[config.mk]
export PLATFORM = sky130hd
export DESIGN_NAME = pidm_queue
export DESIGN_NICKNAME = d
export VERILOG_FILES = /design/src/hw/rtl/pidm_pkg.sv /design/src/hw/rtl/pidm_queue.sv
export SDC_FILE = /design/constraint.sdc
export NUM_CORES = 1
export LEC_CHECK = 0
export ABC_AREA = 1
export BUFFER_PORTS_ARGS = -buffer_cell sky130_fd_sc_hd__buf_2
export CAP_MARGIN = 20
export CORE_MARGIN = 5
export CORE_UTILIZATION = 54
export CTS_BUF_LIST = sky130_fd_sc_hd__clkbuf_4 sky130_fd_sc_hd__clkbuf_8
export DETAILED_ROUTE_END_ITERATION = 8
export HOLD_SLACK_MARGIN = 0.08
export PLACE_DENSITY = 0.78
export SYNTH_ARGS = -nofsm -noshare
export SYNTH_HDL_FRONTEND = slang
export SYNTH_SLANG_ARGS = --single-unit
[constraint.sdc]
create_clock -name clk -period 5.4 [get_ports clk]
set_clock_uncertainty 0.15 [all_clocks]
set_input_delay 1.08 -clock clk [delete_from_list [all_inputs] [get_ports clk]]
set_output_delay 1.08 -clock clk [all_outputs]
set_load 0.1 [all_outputs]
[src/hw/rtl/pidm_pkg.sv]
// ----------------------------------------------------------------------------
// pidm_pkg
// Shared types and constants for the multimode PID controller.
// ----------------------------------------------------------------------------
package pidm_pkg;

  // Error gate and encoder wrap constants
  localparam int DEADBAND  = 1;
  localparam int WRAP_SPAN = 8191;

  // Depth of the request queue between front and back
  localparam int QDEPTH = 4;
  localparam int QPTR_W = $clog2(QDEPTH);

  // Operation codes carried from front to back
  localparam logic [1:0] OP_IDLE  = 2'd0;
  localparam logic [1:0] OP_GATED = 2'd1;
  localparam logic [1:0] OP_POS   = 2'd2;
  localparam logic [1:0] OP_INC   = 2'd3;

  // Mode register codes
  localparam logic [2:0] MODE_POS      = 3'd0;
  localparam logic [2:0] MODE_INC      = 3'd1;
  localparam logic [2:0] MODE_POS_WRAP = 3'd2;
  localparam logic [2:0] MODE_POS_FREE = 3'd3;

  // Configuration register file contents
  typedef struct packed {
    logic        [2:0]  mode;
    logic signed [31:0] kp;
    logic signed [31:0] ki;
    logic signed [31:0] kd;
    logic signed [31:0] kv;
    logic        [14:0] max_output;
    logic        [14:0] integral_limit;
    logic        [15:0] max_error;
  } pidm_cfg_t;

  // Classified request: operation plus the multiplier operands
  typedef struct packed {
    logic [1:0]         op;
    logic               inc_gate;
    logic signed [18:0] x_p;
    logic signed [17:0] x_i;
    logic signed [19:0] x_d;
    logic signed [18:0] x_v;
  } pidm_req_t;

endpackage

[src/hw/rtl/pidm_queue.sv]
// ----------------------------------------------------------------------------
// pidm_queue
// Short FIFO of classified requests between front and back.
// ----------------------------------------------------------------------------
module pidm_queue
  import pidm_pkg::*;
(
  input  logic      clk,
  input  logic      rst,
  input  logic      push,
  input  pidm_req_t push_req,
  output logic      full,
  input  logic      pop,
  output logic      valid,
  output pidm_req_t head
);

  pidm_req_t          mem [QDEPTH];
  logic [QPTR_W-1:0]  wr_ptr, rd_ptr;
  logic [QPTR_W:0]    count;
  logic               do_push, do_pop;

  assign full    = (count == (QPTR_W + 1)'(QDEPTH));
  assign valid   = (count != '0);
  assign head    = mem[rd_ptr];
  assign do_push = push && !full;
  assign do_pop  = pop && valid;

  // Store incoming requests
  always_ff @(posedge clk) begin
    if (do_push) begin
      mem[wr_ptr] <= push_req;
    end
  end

  // Advance pointers and occupancy
  always_ff @(posedge clk) begin
    if (rst) begin
      wr_ptr <= '0;
      rd_ptr <= '0;
      count  <= '0;
    end else begin
      if (do_push) wr_ptr <= wr_ptr + 1'b1;
      if (do_pop)  rd_ptr <= rd_ptr + 1'b1;
      if (do_push && !do_pop) begin
        count <= count + 1'b1;
      end else if (do_pop && !do_push) begin
        count <= count - 1'b1;
      end
    end
  end

endmodule

==> flow_summary.ini <==
[run_status]
status = finished clean

[finish]
multi_input_area_sq_um = 2160
fin_nets = 1097
layout-drive-gt1-share_pct = 25.1
register_area_sq_um = 9670
fillCellCount = 1603
stdcell_count = 1329
area_growth_pct = 16.5

[worst_setup_path]
crit_path_end_kind = primary output
path_cells = buf_4, o21ai_0, o22ai_1, buf_2
r2r_slack_ns = 2.78
rr_worst_depth = 5
rr_startpoint = count[0]
slowest_stage = buf_4
path_max_fanout = 96
start_kind = flip-flop
worstPathRequired_ns = 4.17
cpLargestDelayFamily = buffers and inverters
path_class = reg -> out
path_depth = 4
cp.arrival_ns = 3.17
reg2reg_to = mem[2][18]
cpPeakStageDelay_ns = 0.84
crit_buf_inv = 2
crit_end = head[16]

[route]
drt_first_pass_iters = 5
drc = 0
ant_nets = 0
drt-total-wl_microns = 25000
wire_per_inst_microns = 18.8
vias = 7397
via_per_inst = 5.57
drtIter0Drc = 564

[logic_synthesis]
ys_ff_latch = 325
synth.net_count = 921
synth_cell_types = 20
avgSynthCellArea_sq_um = 14.6
synth_top_family_by_area = compound AO/OA/AOI/OAI gates
synth_compound_area_share_pct = 10.7
syn_area_sq_um = 12200
ys_warn_count = 0
synth_seq_area_share_pct = 79.4
synthMuxAreaShare_pct = 0
syn_inst = 832
synth_fa_ha_area_share_pct = 0.678
synth_xor_area_share_pct = 0.0719
yosys.area_share.simple_pct = 5.99

[place]
gp_congestion = 0.720
placed_cells_incl_taps = 1240
dp_hpwl_microns = 14000
port_buffers = 163

[power_and_ir_drop]
power_frac_seq_pct = 36.5
p_comb_share_pct = 41.3
vdd_drop_max_uv = 465
p_leak_uw = 0.00503
power_switching_uw = 4030
p_int_uw = 4680
share_clk_of_total_power_pct = 22.3
power.share.switching_pct = 46.3
power_density_nw_per_um2 = 613

[clock_network]
clk_latency_ns = 0.54
cts-root-buf = clkbuf_8
cts_resized = 0
holdBufCountCts = 0
cts_buffers = 51
cts_buffer_depth = 3
cts.sinks = 325
cts_tree = built
cts_setup_buffers = 0
clk_pin_slew_ns = 0.05
htreeDepth = 2

[floorplan]
fp.dieH_microns = 160
row_count = 55
num_io_pins = 164
core_area_sq_um = 22400
initial_core_util_pct = 54.3
die_area_sq_um = 25600
die_x_microns = 160

[grt]
gr-total-overflow = 0
antenna_found_initial = 2
grt_max_degree = 97
grt_usage_pct = 19.2
grt_pass1_vias = 7586
grt_pass1_wl_microns = 39300

[timing]
rsz0062_at_grt = no
fin_crit_ns = 4.40
worstMarginPinSlew_ns = 1.08
final.period_utilization_pct = 81.5
finalSetupTns_ns = 0
max_slew_margin_pct = 28.1
max_freq_mhz = 227
slew_viol_final = 0
finalSetupViolCount = 0
holdWs_ns = 0.334
report.final.hold_viol_count = 0

[job]
cap_violations = 0

[hold_path]
worst_hold_path_type = reg -> reg
==> registers in the layout, indices dropped and copies added, names as in the netlist, named ones only <==
signal,count
mem,316
wr_ptr,2
rd_ptr,2
count,3
==> worst min-delay path by stage <==
stage | from | end | slack (ns) | cells past startpoint
floorplan | rd_ptr[1] | flip-flop | 0.31 | 2
finish | rd_ptr[1] | flip-flop | 0.33 | 2
global route | rd_ptr[1] | flip-flop | 0.37 | 2
detailed placement | rd_ptr[1] | flip-flop | 0.33 | 2
global placement | rd_ptr[1] | flip-flop | 0.33 | 2
CTS | rd_ptr[1] | flip-flop | 0.34 | 2
==> power groups by stage <==
stage	Combinational [uW]	Clock (uW)	Sequential, uW
2_1_floorplan	3060	0	3200
3_3_place_gp	3580	0	3210
3_5_place_dp	3610	0	3230
4_1_cts	3610	1990	3180
5_1_grt	3760	2110	3200
6_report	3590	1940	3170
==> metrics by stage <==
step           util, %  instance area [sq um]  total power, uW  worst slack, ns
2_1_floorplan        -                  12200             6260            0.247
5_1_grt           63.2                  14200             9070            0.736
3_3_place_gp      58.9                  13200             6790             1.59
4_1_cts           63.2                  14200             8770            0.986
6_report          63.2                  14200             8700            0.999
3_5_place_dp      58.9                  13200             6830             1.57
==> cell usage after synthesis (all sizes together) <==
master,n,share of area [%]
xor2,1,0.072
edfxtp,316,78
dfxtp,9,1.5
clkbuf,22,0.70
a21oi,3,0.12
o22ai,79,4.1
inv,17,0.54
nand2,15,0.46
buf,28,1.9
nor2,172,5.3
fa,1,0.16
ha,5,0.51
o21ai,159,6.5
nand3,4,0.16
nand3b,1,0.062
==> placed cells by master (no fill, tap or decap) <==
master | Yosys | routed
a21oi_1 | 3 | 3
buf_12 | 0 | 5
buf_2 | 14 | 163
buf_4 | 0 | 5
clkbuf_4 | 0 | 23
clkbuf_8 | 0 | 56
clkinv_1 | 0 | 6
clkinv_2 | 0 | 1
dfxtp_1 | 9 | 7
dfxtp_2 | 0 | 1
dfxtp_4 | 0 | 1
diode_2 | 0 | 3
edfxtp_1 | 316 | 316
fa_1 | 1 | 1
ha_1 | 5 | 5
inv_1 | 15 | 15
inv_2 | 1 | 1
inv_4 | 1 | 1
nand2_1 | 15 | 15
nand3_1 | 4 | 4
nand3b_1 | 1 | 1
nor2_1 | 172 | 168
nor2_4 | 0 | 4
o21ai_0 | 118 | 118
o21ai_1 | 41 | 41
o22ai_1 | 79 | 79
xor2_1 | 1 | 1
==> layer usage <==
layer | vias up | track usage, % | share of wire, %
met5 | - | 0 | 0.056
met4 | 4 | 5.40 | 2.0
li1 | 3478 | - | -
met2 | 256 | 31.2 | 48
met3 | 49 | 5.50 | 8.1
met1 | 3610 | 25.7 | 42
==> area by class of cell <==
type | instances | area share (%)
tap | 285 | 2.51
inverter | 17 | 0.467
multi-input combinational | 440 | 15.2
clock inverter | 7 | 0.194
timing repair buffer | 173 | 6.72
sequential | 325 | 68.2
antenna | 3 | 0.0529
clock buffer | 79 | 6.65
==> cell families after synthesis <==
group                      Yosys count
AOI/OAI and AO/OA                  241
xor gates and xnor gates             1
adders and majority gates            6
buffers and inverters               67
DFF                                325
and+or+nand+nor                    192
==> worst min-delay path, delay by kind of cell (launching register included) <==
family | cells | cell delay (ns)
simple gates | 1 | 0.06
compound gates | 1 | 0.06
flops | 1 | 0.32
(Power assumes the default switching activity.)
