$ cat src/hw/rtl/pidm_pkg.sv
// ----------------------------------------------------------------------------
// pidm_pkg
// Shared types and constants for the multimode PID controller.
// ----------------------------------------------------------------------------
package pidm_pkg;

  // Error gate and encoder wrap constants
  localparam int DEADBAND  = 1;
  localparam int WRAP_SPAN = 8191;

  // Depth of the request queue between front and back
  localparam int QDEPTH = 4;
  localparam int QPTR_W = $clog2(QDEPTH);

  // Operation codes carried from front to back
  localparam logic [1:0] OP_IDLE  = 2'd0;
  localparam logic [1:0] OP_GATED = 2'd1;
  localparam logic [1:0] OP_POS   = 2'd2;
  localparam logic [1:0] OP_INC   = 2'd3;

  // Mode register codes
  localparam logic [2:0] MODE_POS      = 3'd0;
  localparam logic [2:0] MODE_INC      = 3'd1;
  localparam logic [2:0] MODE_POS_WRAP = 3'd2;
  localparam logic [2:0] MODE_POS_FREE = 3'd3;

  // Configuration register file contents
  typedef struct packed {
    logic        [2:0]  mode;
    logic signed [31:0] kp;
    logic signed [31:0] ki;
    logic signed [31:0] kd;
    logic signed [31:0] kv;
    logic        [14:0] max_output;
    logic        [14:0] integral_limit;
    logic        [15:0] max_error;
  } pidm_cfg_t;

  // Classified request: operation plus the multiplier operands
  typedef struct packed {
    logic [1:0]         op;
    logic               inc_gate;
    logic signed [18:0] x_p;
    logic signed [17:0] x_i;
    logic signed [19:0] x_d;
    logic signed [18:0] x_v;
  } pidm_req_t;

endpackage

$ cat src/hw/rtl/pidm_front.sv
// ----------------------------------------------------------------------------
// pidm_front
// Accepts sample pairs, forms and wraps the error, applies the gate,
// keeps the error and measurement history and classifies each request.
// ----------------------------------------------------------------------------
module pidm_front
  import pidm_pkg::*;
(
  input  logic               clk,
  input  logic               rst,
  input  pidm_cfg_t          cfg,
  input  logic               in_valid,
  output logic               in_ready,
  input  logic signed [15:0] measured,
  input  logic signed [15:0] target,
  input  logic               q_full,
  output logic               q_push,
  output pidm_req_t          q_req
);

  localparam logic signed [17:0] HALF = 18'(WRAP_SPAN / 2);
  localparam logic signed [17:0] SPAN = 18'(WRAP_SPAN);

  logic signed [17:0] error_prev, error_prev2;
  logic signed [15:0] measured_prev, measured_prev2;

  logic signed [17:0] err_raw, err_wrap, err_use;
  logic               gate_raw, gate_wrap;
  logic               is_pos, is_inc, pos_gated, upd;

  function automatic logic gate_hit(input logic signed [17:0] e, input logic [15:0] lim);
    logic [17:0] a;
    logic        hit;
    a   = e[17] ? 18'(-e) : 18'(e);
    hit = 1'b0;
    if (lim != 16'd0 && a > 18'(lim)) hit = 1'b1;
    if (DEADBAND != 0 && a < 18'(DEADBAND)) hit = 1'b1;
    return hit;
  endfunction

  // Form, wrap and gate the error
  always_comb begin
    err_raw = 18'(target) - 18'(measured);
    if (err_raw >= HALF) begin
      err_wrap = err_raw - SPAN;
    end else if (err_raw <= -HALF) begin
      err_wrap = err_raw + SPAN;
    end else begin
      err_wrap = err_raw;
    end
    gate_raw  = gate_hit(err_raw, cfg.max_error);
    gate_wrap = gate_hit(err_wrap, cfg.max_error);
    is_inc    = (cfg.mode == MODE_INC);
    is_pos    = (cfg.mode == MODE_POS) || (cfg.mode == MODE_POS_WRAP) ||
                (cfg.mode == MODE_POS_FREE);
    pos_gated = ((cfg.mode == MODE_POS) || (cfg.mode == MODE_POS_WRAP)) && gate_raw;
    err_use   = (is_inc || cfg.mode == MODE_POS_WRAP) ? err_wrap : err_raw;
    upd       = is_inc || (is_pos && !pos_gated);
  end

  // Classify and build the multiplier operands
  always_comb begin
    q_req.inc_gate = is_inc && gate_wrap;
    q_req.x_i      = err_use;
    if (is_inc) begin
      q_req.op  = OP_INC;
      q_req.x_p = 19'(err_use) - 19'(error_prev);
      q_req.x_d = 20'(err_use) - (20'(error_prev) <<< 1) + 20'(error_prev2);
      q_req.x_v = 19'(measured) - (19'(measured_prev) <<< 1) + 19'(measured_prev2);
    end else begin
      if (!is_pos) begin
        q_req.op = OP_IDLE;
      end else if (pos_gated) begin
        q_req.op = OP_GATED;
      end else begin
        q_req.op = OP_POS;
      end
      q_req.x_p = 19'(err_use);
      q_req.x_d = 20'(err_use) - 20'(error_prev);
      q_req.x_v = 19'(measured) - 19'(measured_prev);
    end
  end

  assign in_ready = !q_full;
  assign q_push   = in_valid && in_ready;

  // Advance the history on every request that updates state
  always_ff @(posedge clk) begin
    if (rst) begin
      error_prev     <= '0;
      error_prev2    <= '0;
      measured_prev  <= '0;
      measured_prev2 <= '0;
    end else if (q_push && upd) begin
      error_prev2    <= error_prev;
      error_prev     <= err_use;
      measured_prev2 <= measured_prev;
      measured_prev  <= measured;
    end
  end

endmodule

$ cat config.mk
export PLATFORM = sky130hd
export DESIGN_NAME = pidm_front
export DESIGN_NICKNAME = d
export VERILOG_FILES = /design/src/hw/rtl/pidm_pkg.sv /design/src/hw/rtl/pidm_front.sv
export SDC_FILE = /design/constraint.sdc
export NUM_CORES = 1
export LEC_CHECK = 0
export BUFFER_PORTS_ARGS = -buffer_cell sky130_fd_sc_hd__buf_2
export CORE_MARGIN = 2
export CORE_UTILIZATION = 40
export DETAILED_ROUTE_END_ITERATION = 12
export SLEW_MARGIN = 5
export SYNTH_ARGS = -nofsm -noshare
export SYNTH_HDL_FRONTEND = slang
export SYNTH_SLANG_ARGS = --single-unit
$ cat constraint.sdc
create_clock -name clk -period 24.3 [get_ports clk]
set_input_delay 4.86 -clock clk [delete_from_list [all_inputs] [get_ports clk]]
set_output_delay 4.86 -clock clk [all_outputs]
set_load 0.1 [all_outputs]
==> impl_results.md <==
* CTS tree: yes
* H-tree Lvls at 3
* Warnings from Yosys at 0
* Hold_ws at 0.491 ns
* Most frequent cell after synthesis: inv_1
* First-pass iteration count of the detailed router at 5
* Clock transition at path regs at 0.06 ns
* FF+latch area at 1360 um^2
* Area of the core at 26000 um^2
* Internal at 0.000431 W
* Cells after Synth at between 1000 and 1500
* DIE HEIGHT at 166 um
* Yosys reg bits at 68
* Slowest stage delay, CP at 0.68 ns
* Clk sink count at 68
* Register area share after synthesis at between 10% and 20%
* Die area at 27700 um^2
* RSZ-0062 raised after global routing: false
* Sw Ratio at 60.6%
* GRT Residual Overflow at 0
* Nets@finish at 1888
* Final setup violation count at 0
* Hold WC Path Type: reg -> reg
* Synth Area per Inst at 7.49 um^2
* Final Slew Violations at 0
* Combinational fraction of design power at 76.0%
* Setup crit end kind: primary output
* Antenna Violating Nets Remaining at 0
* Net Count, Synth at roughly 1800
* Slew HR at 30.5%
* Vias in the first global route at 9360
* Maximum vdd drop at 0.0000829 V
* Port bufs at 135
* Clk buf depth at 2
* Cell row count at 59
* CP bufs+invs at 3
* Setup Fix Bufs, Post-CTS at 0
* Aggregate global-route resource usage at 20.7%
* Final hold violations at 0
* Post-synth cell types at 91
* Max cap viols at 0
* Residual DRC count at 0
* Slowest cell on the critical path: xnor2_1
* Post-DP HPWL at between 20000 and 25000 um
* Setup_tns at 0 ns
* Via count at 9875
* Share of cells above drive strength 1 at between 10% and 20%
* Area Overhead vs Synth at 12.2%
* Detailed Route WL at 28600 um
* Worst EP required at 19.44 ns
* CP arrival at 13.24 ns
* Ys flop type: dfxtp_1
* Final period util at 74.5%
* Max Clk Rate at roughly 0.055 GHz
* CP most frequent cell: o21ai_0
* Largest net degree at the start of global routing at between 70 and 80
* Max FO, Critical Path at 12
* Tmin final at 18.10 ns
* Synth area leader: ha_1
* Total CTS buffers at 9
* CTS root buffer: clkbuf_16
* Later-pin clock latency in the skew report at approximately 0.34 ns
* Crit path max-delay family: compound AO/OA/AOI/OAI gates
* Initial antenna violation count at 2
* CP Launch Type: primary input
* Setup Skew at 0.00579 ns
* Sw Pwr at approximately 0.00066 W
* GP Congestion at 0.922
* Largest cells by area after synthesis: ha_1, dfxtp_1, inv_1, fa_1, mux2i_1
* Outcome: complete, no violations
* Clock share of power at about an eighth
* Starting density of the core at 40.6%
* Area share of the largest cell type after synthesis at 14.6%
* Gates resized, CTS repair at 0
* PwrDens at approximately 92 nW/um^2
* Flop pwr share at 10.9%
* First-pass GRT wire length at 47200 um
* Avg WL per Cell at 15.4 um
* Async SR Flop Fraction at 0%
* Multi-input gate area at 8160 um^2
* Lkg Pwr at roughly 5.3 nW
* CTS Hold Bufs at 0
* Top post-synthesis cells by count: inv_1, nor2_1, ha_1, nand2_1, o21ai_0
* Drt first-iter violations at 524
* Tightest Pin Transition at 1.04 ns
* Critical path class: in -> out
* Fill cells at around 2700
* Die extent in x at 166 um
* Vias per cell at between 5 and 6
* Post-synth EDFFs at 0
* IO Count at 294
* Mapped cell area at approximately 11000 um^2
## layout by cell type (no fill, tap or decap), types with 37 or more instances in the layout
cell type  count
buf_2        135
mux2i_1       73
dfxtp_1       68
a21oi_1       80
nand2_1       92
nor2_1       155
xnor2_1       66
o21ai_0       87
ha_1         123
inv_1        221
fa_1          37
## metal layers
metal  global-route usage [%]  share of wire, %  routed length, um  vias to the layer above
met5                        0             0.046                 13                        -
met1                     29.2                50              14200                     4566
met4                     4.76               1.5                428                        2
met3                     2.74               4.5               1280                       28
met2                     33.6                44              12700                      220
li1                         -                 -                  -                     5059
## sequential cells by signal (all words and copies together), names as in the netlist
signal,flops
measured_prev,16
error_prev2,18
measured_prev2,16
error_prev,18
## kinds of logic after synthesis
group,synth area share [%]
flops,12.9
xor+xnor,8.31
simple gates,18.8
buf+inv,9.71
mux,6.93
compound gates,21.7
fa+ha+maj,21.6
## tightest hold or removal path, cell delays in order (launching register included)
cell     delay, ns
dfxtp_1       0.32
mux2i_1       0.06
nor2_1        0.07
## power groups by stage
stage	Clock, W	Combinational [W]	Sequential (W)
3_3_place_gp	0	0.000823	0.000122
5_1_grt	0.000152	0.000902	0.000120
4_1_cts	0.000146	0.000832	0.000119
3_5_place_dp	0	0.000828	0.000122
2_1_floorplan	0	0.000686	0.000121
6_report	0.000143	0.000831	0.000119
## final cells by class
type / count / area share [%]
antenna: 1 / 0.0212
clock inverter: 6 / 0.762
inverter: 221 / 7.01
tap: 335 / 3.54
clock buffer: 9 / 1.90
multi-input combinational: 1072 / 69.0
sequential: 68 / 11.5
timing repair buffer: 143 / 6.22
## path summary, 6_finish.rpt
kind	slack [ns]	startpoint	cells past startpoint	to
max	6.20	measured[0]	30	q_req[37]
min	0.49	measured_prev2[7]$_SDFFE_PP0P_	2	measured_prev2[7]$_SDFFE_PP0P_
max reg2reg	23.49	error_prev[3]$_SDFFE_PP0P_	2	error_prev[3]$_SDFFE_PP0P_
min reg2reg	0.49	measured_prev2[7]$_SDFFE_PP0P_	2	measured_prev2[7]$_SDFFE_PP0P_
## per-stage QoR
step / area, um^2 / total power, W / setup WS [ns] / utilization, % / std cells
2_1_floorplan: 10500 / 0.000807 / 5.19 / - / 1407
3_3_place_gp: 11500 / 0.000945 / 6.35 / 44.3 / 1839
3_5_place_dp: 11500 / 0.000950 / 6.33 / 44.3 / 1839
4_1_cts: 11800 / 0.00110 / 6.28 / 45.5 / 1854
5_1_grt: 11800 / 0.00117 / 5.40 / 45.5 / 1855
6_report: 11800 / 0.00109 / 6.20 / 45.5 / 1855
(Power assumes the default switching activity.)
