===== config.mk =====
export PLATFORM = sky130hd
export DESIGN_NAME = pidm_regs
export DESIGN_NICKNAME = d
export VERILOG_FILES = /design/src/hw/rtl/pidm_pkg.sv /design/src/hw/rtl/pidm_regs.sv
export SDC_FILE = /design/constraint.sdc
export NUM_CORES = 1
export LEC_CHECK = 0
export BUFFER_PORTS_ARGS = -buffer_cell sky130_fd_sc_hd__clkbuf_2
export CORE_MARGIN = 3
export CORE_UTILIZATION = 46
export DETAILED_ROUTE_END_ITERATION = 8
export HOLD_SLACK_MARGIN = 0.03
export PLACE_DENSITY = 0.83
export SYNTH_ARGS = -nofsm -noshare
export SYNTH_HDL_FRONTEND = slang
export SYNTH_SLANG_ARGS = --single-unit

===== constraint.sdc =====
create_clock -name clk -period 1 [get_ports clk]
set_input_delay 0 -clock clk [delete_from_list [all_inputs] [get_ports clk]]
set_output_delay 0 -clock clk [all_outputs]
set_load 0.01 [all_outputs]

===== src/hw/rtl/pidm_pkg.sv =====
// ----------------------------------------------------------------------------
// pidm_pkg
// Shared types and constants for the multimode PID controller.
// ----------------------------------------------------------------------------
package pidm_pkg;

  // Error gate and encoder wrap constants
  localparam int DEADBAND  = 1;
  localparam int WRAP_SPAN = 8191;

  // Depth of the request queue between front and back
  localparam int QDEPTH = 4;
  localparam int QPTR_W = $clog2(QDEPTH);

  // Operation codes carried from front to back
  localparam logic [1:0] OP_IDLE  = 2'd0;
  localparam logic [1:0] OP_GATED = 2'd1;
  localparam logic [1:0] OP_POS   = 2'd2;
  localparam logic [1:0] OP_INC   = 2'd3;

  // Mode register codes
  localparam logic [2:0] MODE_POS      = 3'd0;
  localparam logic [2:0] MODE_INC      = 3'd1;
  localparam logic [2:0] MODE_POS_WRAP = 3'd2;
  localparam logic [2:0] MODE_POS_FREE = 3'd3;

  // Configuration register file contents
  typedef struct packed {
    logic        [2:0]  mode;
    logic signed [31:0] kp;
    logic signed [31:0] ki;
    logic signed [31:0] kd;
    logic signed [31:0] kv;
    logic        [14:0] max_output;
    logic        [14:0] integral_limit;
    logic        [15:0] max_error;
  } pidm_cfg_t;

  // Classified request: operation plus the multiplier operands
  typedef struct packed {
    logic [1:0]         op;
    logic               inc_gate;
    logic signed [18:0] x_p;
    logic signed [17:0] x_i;
    logic signed [19:0] x_d;
    logic signed [18:0] x_v;
  } pidm_req_t;

endpackage


===== src/hw/rtl/pidm_regs.sv =====
// ----------------------------------------------------------------------------
// pidm_regs
// APB-style configuration registers with reset defaults and read back.
// ----------------------------------------------------------------------------
module pidm_regs
  import pidm_pkg::*;
(
  input  logic        clk,
  input  logic        rst,
  input  logic        psel,
  input  logic        penable,
  input  logic        pwrite,
  input  logic [4:0]  paddr,
  input  logic [31:0] pwdata,
  output logic [31:0] prdata,
  output logic        pready,
  output pidm_cfg_t   cfg
);

  localparam logic [2:0] REG_MODE      = 3'd0;
  localparam logic [2:0] REG_KP        = 3'd1;
  localparam logic [2:0] REG_KI        = 3'd2;
  localparam logic [2:0] REG_KD        = 3'd3;
  localparam logic [2:0] REG_KV        = 3'd4;
  localparam logic [2:0] REG_MAX_OUT   = 3'd5;
  localparam logic [2:0] REG_INT_LIMIT = 3'd6;
  localparam logic [2:0] REG_MAX_ERR   = 3'd7;

  logic       wr_en;
  logic [2:0] reg_idx;

  assign pready  = 1'b1;
  assign wr_en   = psel & penable & pwrite;
  assign reg_idx = paddr[4:2];

  // Write the addressed register
  always_ff @(posedge clk) begin
    if (rst) begin
      cfg.mode           <= MODE_POS;
      cfg.kp             <= '0;
      cfg.ki             <= '0;
      cfg.kd             <= '0;
      cfg.kv             <= '0;
      cfg.max_output     <= 15'd16384;
      cfg.integral_limit <= '0;
      cfg.max_error      <= 16'd16384;
    end else if (wr_en) begin
      case (reg_idx)
        REG_MODE:      cfg.mode           <= pwdata[2:0];
        REG_KP:        cfg.kp             <= pwdata;
        REG_KI:        cfg.ki             <= pwdata;
        REG_KD:        cfg.kd             <= pwdata;
        REG_KV:        cfg.kv             <= pwdata;
        REG_MAX_OUT:   cfg.max_output     <= pwdata[14:0];
        REG_INT_LIMIT: cfg.integral_limit <= pwdata[14:0];
        REG_MAX_ERR:   cfg.max_error      <= pwdata[15:0];
        default: ;
      endcase
    end
  end

  // Return the addressed register
  always_comb begin
    case (reg_idx)
      REG_MODE:      prdata = {29'd0, cfg.mode};
      REG_KP:        prdata = cfg.kp;
      REG_KI:        prdata = cfg.ki;
      REG_KD:        prdata = cfg.kd;
      REG_KV:        prdata = cfg.kv;
      REG_MAX_OUT:   prdata = {17'd0, cfg.max_output};
      REG_INT_LIMIT: prdata = {17'd0, cfg.integral_limit};
      REG_MAX_ERR:   prdata = {16'd0, cfg.max_error};
      default:       prdata = '0;
    endcase
  end

endmodule


==> flow_metrics.env, run 1 <==
export IMPL_die_area_mm2=0.01819
export IMPL_antennaDiodeCount=0
export IMPL_ant_nets=0
export IMPL_power_switching_mw=3.988
export IMPL_synth_distinct_cells=38
export IMPL_synth_top_area_share_pct=46.37
export IMPL_rsz0062_at_grt="true"
export IMPL_p_int_mw=11.83
export IMPL_power_mw=15.82
export IMPL_required_ns=1.00
export IMPL_syn_cell_area_mm2=0.007641
export IMPL_crit_path_start="cfg[9]$_SDFFE_PP0P_"
export IMPL_seqCellArea_mm2=0.003725
export IMPL_finalCritPeriodShare_pct=176.9
export IMPL_gp_congestion=0.9248
export IMPL_power_frac_comb_pct=9.7
export IMPL_max_clock_freq_ghz=0.5652
export IMPL_worst_r2r_cell_count=4
export IMPL_grt_max_degree=40
export IMPL_fill_cells=815
export IMPL_drt_first_pass_iters=7
export IMPL_synth_largest_area_cell="dfxtp_1"
export IMPL_period_minus_slack_ns=1.769
export IMPL_dpl_hpwl_um=20670
export IMPL_multiInputGateArea_mm2=0.003934
export IMPL_cp_max_fo=2
export IMPL_ios=252
export IMPL_crit_path_start_kind="flop"
export IMPL_mostFrequentLayoutCell="nand2_1"
export IMPL_layout_common_cells="354 x nand2_1, 192 x buf_6, 173 x a21oi_1"
export IMPL_whs_path_depth=6
export IMPL_synth_avg_cell_area_um2=7.869
export IMPL_dieWidth_um=134.9
export IMPL_wirelength_um=38650
export IMPL_grt_usage_pct=36.41
export IMPL_root_buffer="clkbuf_16"
export IMPL_initial_core_util_pct=47.58
export IMPL_p_seq_share_pct=45.2
export IMPL_irDropWorstVdd_v=0.001188
export IMPL_critPathKind="flop to output port"
export IMPL_fin_util_pct=81.36
export IMPL_vias_per_cell=6.222
export IMPL_cts_buffers=17
export IMPL_path_clk_slew_ns=0.08
export IMPL_hold_start="paddr[2]"
export IMPL_largest_register="cfg"
export IMPL_clock_path_buffers=2
export IMPL_power_density_mw_per_mm2=1211
export IMPL_clk_latency_ns=0.42
export IMPL_static_leakage_power_nw=5.443
export IMPL_h_tree_depth=4
export IMPL_setup_ws_ns=-0.7694
export IMPL_final_hold_viol_count=0
export IMPL_avgRoutedWirePerCell_um=23.74
export IMPL_finalInstanceArea_mm2=0.01307
export IMPL_grt_pass1_vias=9963
export IMPL_end_kind="output port"
export IMPL_finalMaxSlewViolations=0
export IMPL_status="finished with violations"
export IMPL_setup_viol=58
export IMPL_violations="negative setup slack"
export IMPL_maxCapViolCount=0
export IMPL_synth_area_leaders="dfxtp_1 46%, nand2_1 17%, a21oi_1 12%"
export IMPL_fin_worst_skew_ns=0
export IMPL_vias=10130
export IMPL_antenna_found_initial=0
export IMPL_clkPwrFrac_pct=45.1
export IMPL_drc_errors=0
export IMPL_hold_class="primary input to flop"
export IMPL_grt_pass1_wl_um=52110
export IMPL_layout_area_overhead_vs_synth_pct=70.98
export IMPL_fp_row_count=46
export IMPL_ys_warn_count=0
export IMPL_swShare_pct=25.21
export IMPL_cp_data_arrival_time_ns=1.77
export IMPL_core_area_mm2=0.01606
export IMPL_fin_nets=1441
export IMPL_ys_seq_elements=177
export IMPL_tritoncts="built"
export IMPL_largest_register_ff_count=177
export IMPL_dp_slack_ns=-0.3804
export IMPL_syn_nets=1013
export IMPL_place_area_mm2=0.01046
export IMPL_die_h_um=134.9
export IMPL_r2r_start="cfg[26]$_SDFFE_PP0P_"
export IMPL_drive_gt1_share_pct=50.78
export IMPL_synth_cells=971
export IMPL_port_buffers=248
export IMPL_initialDrtViolationCount=1160
export IMPL_overflow=0
export IMPL_clock_sinks=177
export IMPL_synth_seq_area_share_pct=46.37
export IMPL_reg_largest_list="cfg x177"
layer usage:
| metal | global-route usage, % | up-vias | part of all wire, % |
|---|---|---|---|
| li1 | - | 4126 | - |
| met4 | 22.17 | 0 | 7.5 |
| met2 | 61.31 | 1015 | 47 |
| met3 | 10.80 | 309 | 12 |
| met5 | 0 | - | 0 |
| met1 | 40.50 | 4680 | 33 |
path summary, 6_finish.rpt:
check	to	slack (ns)
setup reg to reg	cfg[26]$_SDFFE_PP0P_	0.08
hold / removal	cfg[33]$_SDFFE_PP0P_	0.27
hold reg to reg	cfg[72]$_SDFFE_PP0P_	0.47
setup / recovery	prdata[9]	-0.77
cell type report:
type | instances | area share, %
inverters | 12 | 0.3448
clock buffers | 20 | 3.496
repair buffers | 491 | 34.28
flip-flops and latches | 177 | 28.51
well taps | 216 | 2.069
clock inverters | 12 | 1.188
multi-input cells | 700 | 30.11
critical path: stages (launching register included):
cell and delay, ns:
dfxtp_2 0.34, mux2_2 0.25, a22o_1 0.19, a222oi_1 0.31, inv_1 0.10, clkbuf_2 0.14
logic make-up (layout without fill, tap and decap cells):
| logic type | count (synthesis) | after routing | synth area share, % |
|---|---|---|---|
| compound gates | 254 | 254 | 18.59 |
| buf+inv | 94 | 535 | 5.682 |
| flops | 177 | 177 | 46.37 |
| mux | 52 | 52 | 8.810 |
| other cells | 1 | 1 | 0.04908 |
| simple gates | 393 | 393 | 20.50 |
power groups by stage:
stage,logic (mW),clock network [mW],registers (mW)
after global routing,1.59,7.38,7.14
after floorplan,0.511,0,7.32
after CTS,1.37,7.02,7.14
after global placement,1.18,0,7.29
final,1.54,7.14,7.14
after detailed placement,1.19,0,7.30
cell usage after synthesis:
master	number
a21oi_1	179
a221oi_1	12
a222oi_1	3
a22o_1	7
a22oi_1	17
a31oi_1	1
and2_1	1
and2b_1	1
and4_1	1
buf_1	2
buf_2	38
buf_4	7
buf_6	1
clkbuf_1	34
conb_1	1
dfxtp_1	177
inv_1	12
mux2_2	32
mux2i_1	11
mux4_2	9
nand2_1	354
nand2_4	1
nand2b_1	2
nand3_1	2
nand3b_1	2
nand4_2	1
nand4b_1	1
nor2_1	13
nor2_2	2
nor2_4	1
nor2b_1	4
nor3_2	1
nor4_1	2
o21ai_0	30
o221ai_1	2
o2bb2ai_1	3
or2_1	2
or3_1	2
stage by stage:
step           setup TNS, ns  cells  hold WS, ns
2_1_floorplan         -1.910    971       0.1211
3_3_place_gp          -52.78   1542       0.2708
3_5_place_dp          -59.05   1542       0.2743
4_1_cts               -14.76   1614       0.1969
5_1_grt               -19.40   1628       0.2695
6_report              -16.43   1628       0.2743
repair_timing:
item | CTS | global route
cloned | 0 | 0
hold buffers | 33 | 0
setup buffers | 12 | 48
endpoints found under the setup margin | 113 | 195
pin swaps | 12 | 4
endpoints found under the hold margin | 177 | 0
resized for setup | 236 | 318
No activity file was read; power rests on OpenSTA's default activity.
==> run 2, diff against run 1 <==
--- a/config.mk
+++ b/config.mk
@@ -11,6 +11,7 @@
 export DETAILED_ROUTE_END_ITERATION = 8
 export HOLD_SLACK_MARGIN = 0.03
 export PLACE_DENSITY = 0.83
+export REMOVE_ABC_BUFFERS = 1
 export SYNTH_ARGS = -nofsm -noshare
 export SYNTH_HDL_FRONTEND = slang
 export SYNTH_SLANG_ARGS = --single-unit
==> run 2 against run 1 <==
Net effect: the flow still finishes with violations (negative setup slack); global-route usage fell by 0.73 points; clock-buffer cell count fell by 1; clock skew did not move; sequential share of layout area fell by 0.37 points; utilization rose by 0.98 points; non-clock buffer count rose by 14; cell count rose by 0.92%; flip-flop and latch count did not move; sequential power barely moved; routed wire length barely moved.
==> flow_metrics.env, run 2 (same netlist as run 1, synthesis figures left out) <==
export IMPL_status="finished with violations"
export IMPL_violations="negative setup slack"
export IMPL_initial_core_util_pct=47.58
export IMPL_cts_buffers=17
export IMPL_slowest_stage="dfxtp_2"
export IMPL_die_area_mm2=0.01819
export IMPL_end_kind="output port"
export IMPL_fin_nets=1455
export IMPL_path_clk_slew_ns=0.07
export IMPL_met2_length_um=18260
export IMPL_grt_pass1_wl_um=50940
export IMPL_clk_latency_ns=0.44
export IMPL_path_buf_inv=2
export IMPL_tns_ns=-16.55
export IMPL_layout_area_overhead_vs_synth_pct=73.05
export IMPL_mostFrequentLayoutCell="nand2_1"
export IMPL_place_area_mm2=0.01038
export IMPL_maxCapViolCount=0
export IMPL_cp_data_arrival_time_ns=1.78
export IMPL_layout_common_cells="353 x nand2_1, 183 x buf_6, 171 x a21oi_1"
export IMPL_root_buffer="clkbuf_16"
export IMPL_dp_slack_ns=-0.6229
export IMPL_fill_cells=801
export IMPL_hold_ws_ns=0.2935
export IMPL_finalInstanceArea_mm2=0.01322
export IMPL_reg_largest_list="cfg x177"
export IMPL_vias=10181
export IMPL_crit_path_start_kind="flop"
export IMPL_fin_worst_skew_ns=0
export IMPL_drt_met1_wl_um=12650
export IMPL_setup_ws_ns=-0.7813
export IMPL_drt_first_pass_iters=6
export IMPL_rsz0062_at_grt="true"
export IMPL_finalCritPeriodShare_pct=178.1
export IMPL_met3_length_um=4543
export IMPL_vias_per_cell=6.197
export IMPL_static_leakage_power_nw=5.534
export IMPL_clock_sinks=177
export IMPL_grt_pass1_vias=9581
export IMPL_irDropWorstVdd_v=0.001172
export IMPL_critPathKind="flop to output port"
export IMPL_drc_errors=0
export IMPL_period_minus_slack_ns=1.781
export IMPL_h_tree_depth=4
export IMPL_clock_path_buffers=2
export IMPL_max_clock_freq_ghz=0.5614
export IMPL_overflow=0
export IMPL_hold_class="primary input to flop"
export IMPL_ios=252
export IMPL_core_area_mm2=0.01606
export IMPL_cp_max_fo=2
export IMPL_wirelength_um=38670
export IMPL_drive_gt1_share_pct=52.17
export IMPL_port_buffers=248
export IMPL_path_cells="mux2_2 > a22o_1 > a222oi_1 > inv_1 > clkbuf_2"
export IMPL_multiInputGateArea_mm2=0.003944
export IMPL_slowest_delay_ns=0.34
export IMPL_critical_path_top_delay_family="compound AO/OA/AOI/OAI gates"
export IMPL_dieWidth_um=134.9
export IMPL_top_layer="met4"
export IMPL_largest_register_ff_count=177
export IMPL_largest_register="cfg"
export IMPL_finalMaxSlewViolations=0
export IMPL_grt_max_degree=49
export IMPL_required_ns=1.00
export IMPL_antenna_found_initial=1
export IMPL_setup_viol=73
export IMPL_avgRoutedWirePerCell_um=23.54
export IMPL_gp_congestion=0.8812
export IMPL_power_density_mw_per_mm2=1204
export IMPL_seqCellArea_mm2=0.003721
export IMPL_die_h_um=134.9
export IMPL_tritoncts="built"
export IMPL_dpl_hpwl_um=20270
export IMPL_fp_row_count=46
export IMPL_ant_nets=0
export IMPL_grt_usage_pct=35.68
export IMPL_final_hold_viol_count=0
export IMPL_initialDrtViolationCount=1169
-- run 2: cell count changes in the layout (fill, tap and decap cells not counted), sizes merged --
cell      change
clkinv        -4
clkinvlp      +1
clkbuf        +4
diode         +1
inv           +4
buf           +9
-- run 2: final cells by class --
class | count | area share [%]
timing repair buffer | 505 | 34.91
multi-input combinational | 700 | 29.83
sequential | 177 | 28.14
clock buffer | 19 | 3.425
tap | 216 | 2.044
clock inverter | 13 | 1.296
inverter | 12 | 0.3407
antenna | 1 | 0.01893
-- run 2: worst register-to-register path, cell delays in order (launching register included) --
cell and delay (ns):
dfxtp_2 0.34, buf_6 0.11, o21ai_0 0.11, a21oi_1 0.26
-- run 2: worst paths after layout --
kind | from | endpoint | slack (ns) | cells after the start
max | cfg[40]$_SDFFE_PP0P_ | prdata[9] | -0.78 | 5
min | penable | cfg[101]$_SDFFE_PP0P_ | 0.29 | 7
max reg2reg | cfg[44]$_SDFFE_PP0P_ | cfg[44]$_SDFFE_PP0P_ | 0.07 | 3
min reg2reg | cfg[108]$_SDFFE_PP0P_ | cfg[108]$_SDFFE_PP0P_ | 0.47 | 2
-- run 2: where the power goes --
group	leakage (nW)	switching, mW	internal (mW)
Sequential	1.50	0.0482	7.10
Combinational	3.73	0.888	0.650
Clock	0.302	3.11	4.12
-- run 2: what timing repair did --
action / 4_1_cts / 5_1_grt
resized for setup: 293 / 293
setup endpoints to repair: 124 / 205
setup buffers: 21 / 69
pin swaps: 9 / 3
hold buffers: 33 / 0
cloned: 0 / 1
hold endpoints to repair: 177 / 0
-- run 2: through the flow --
stage / power (mW) / std cells / utilization, %
2_1_floorplan: 7.581 / 889 / -
3_3_place_gp: 8.434 / 1537 / 64.62
3_5_place_dp: 8.456 / 1537 / 64.62
4_1_cts: 15.64 / 1616 / 76.92
5_1_grt: 16.24 / 1643 / 82.34
6_report: 15.92 / 1643 / 82.34
-- run 2: layer usage --
layer  vias to the layer above  GRT usage, %
met5                         -             0
met2                       968         59.67
li1                       4166             -
met4                         0         22.85
met3                       320         8.346
met1                      4727         40.99
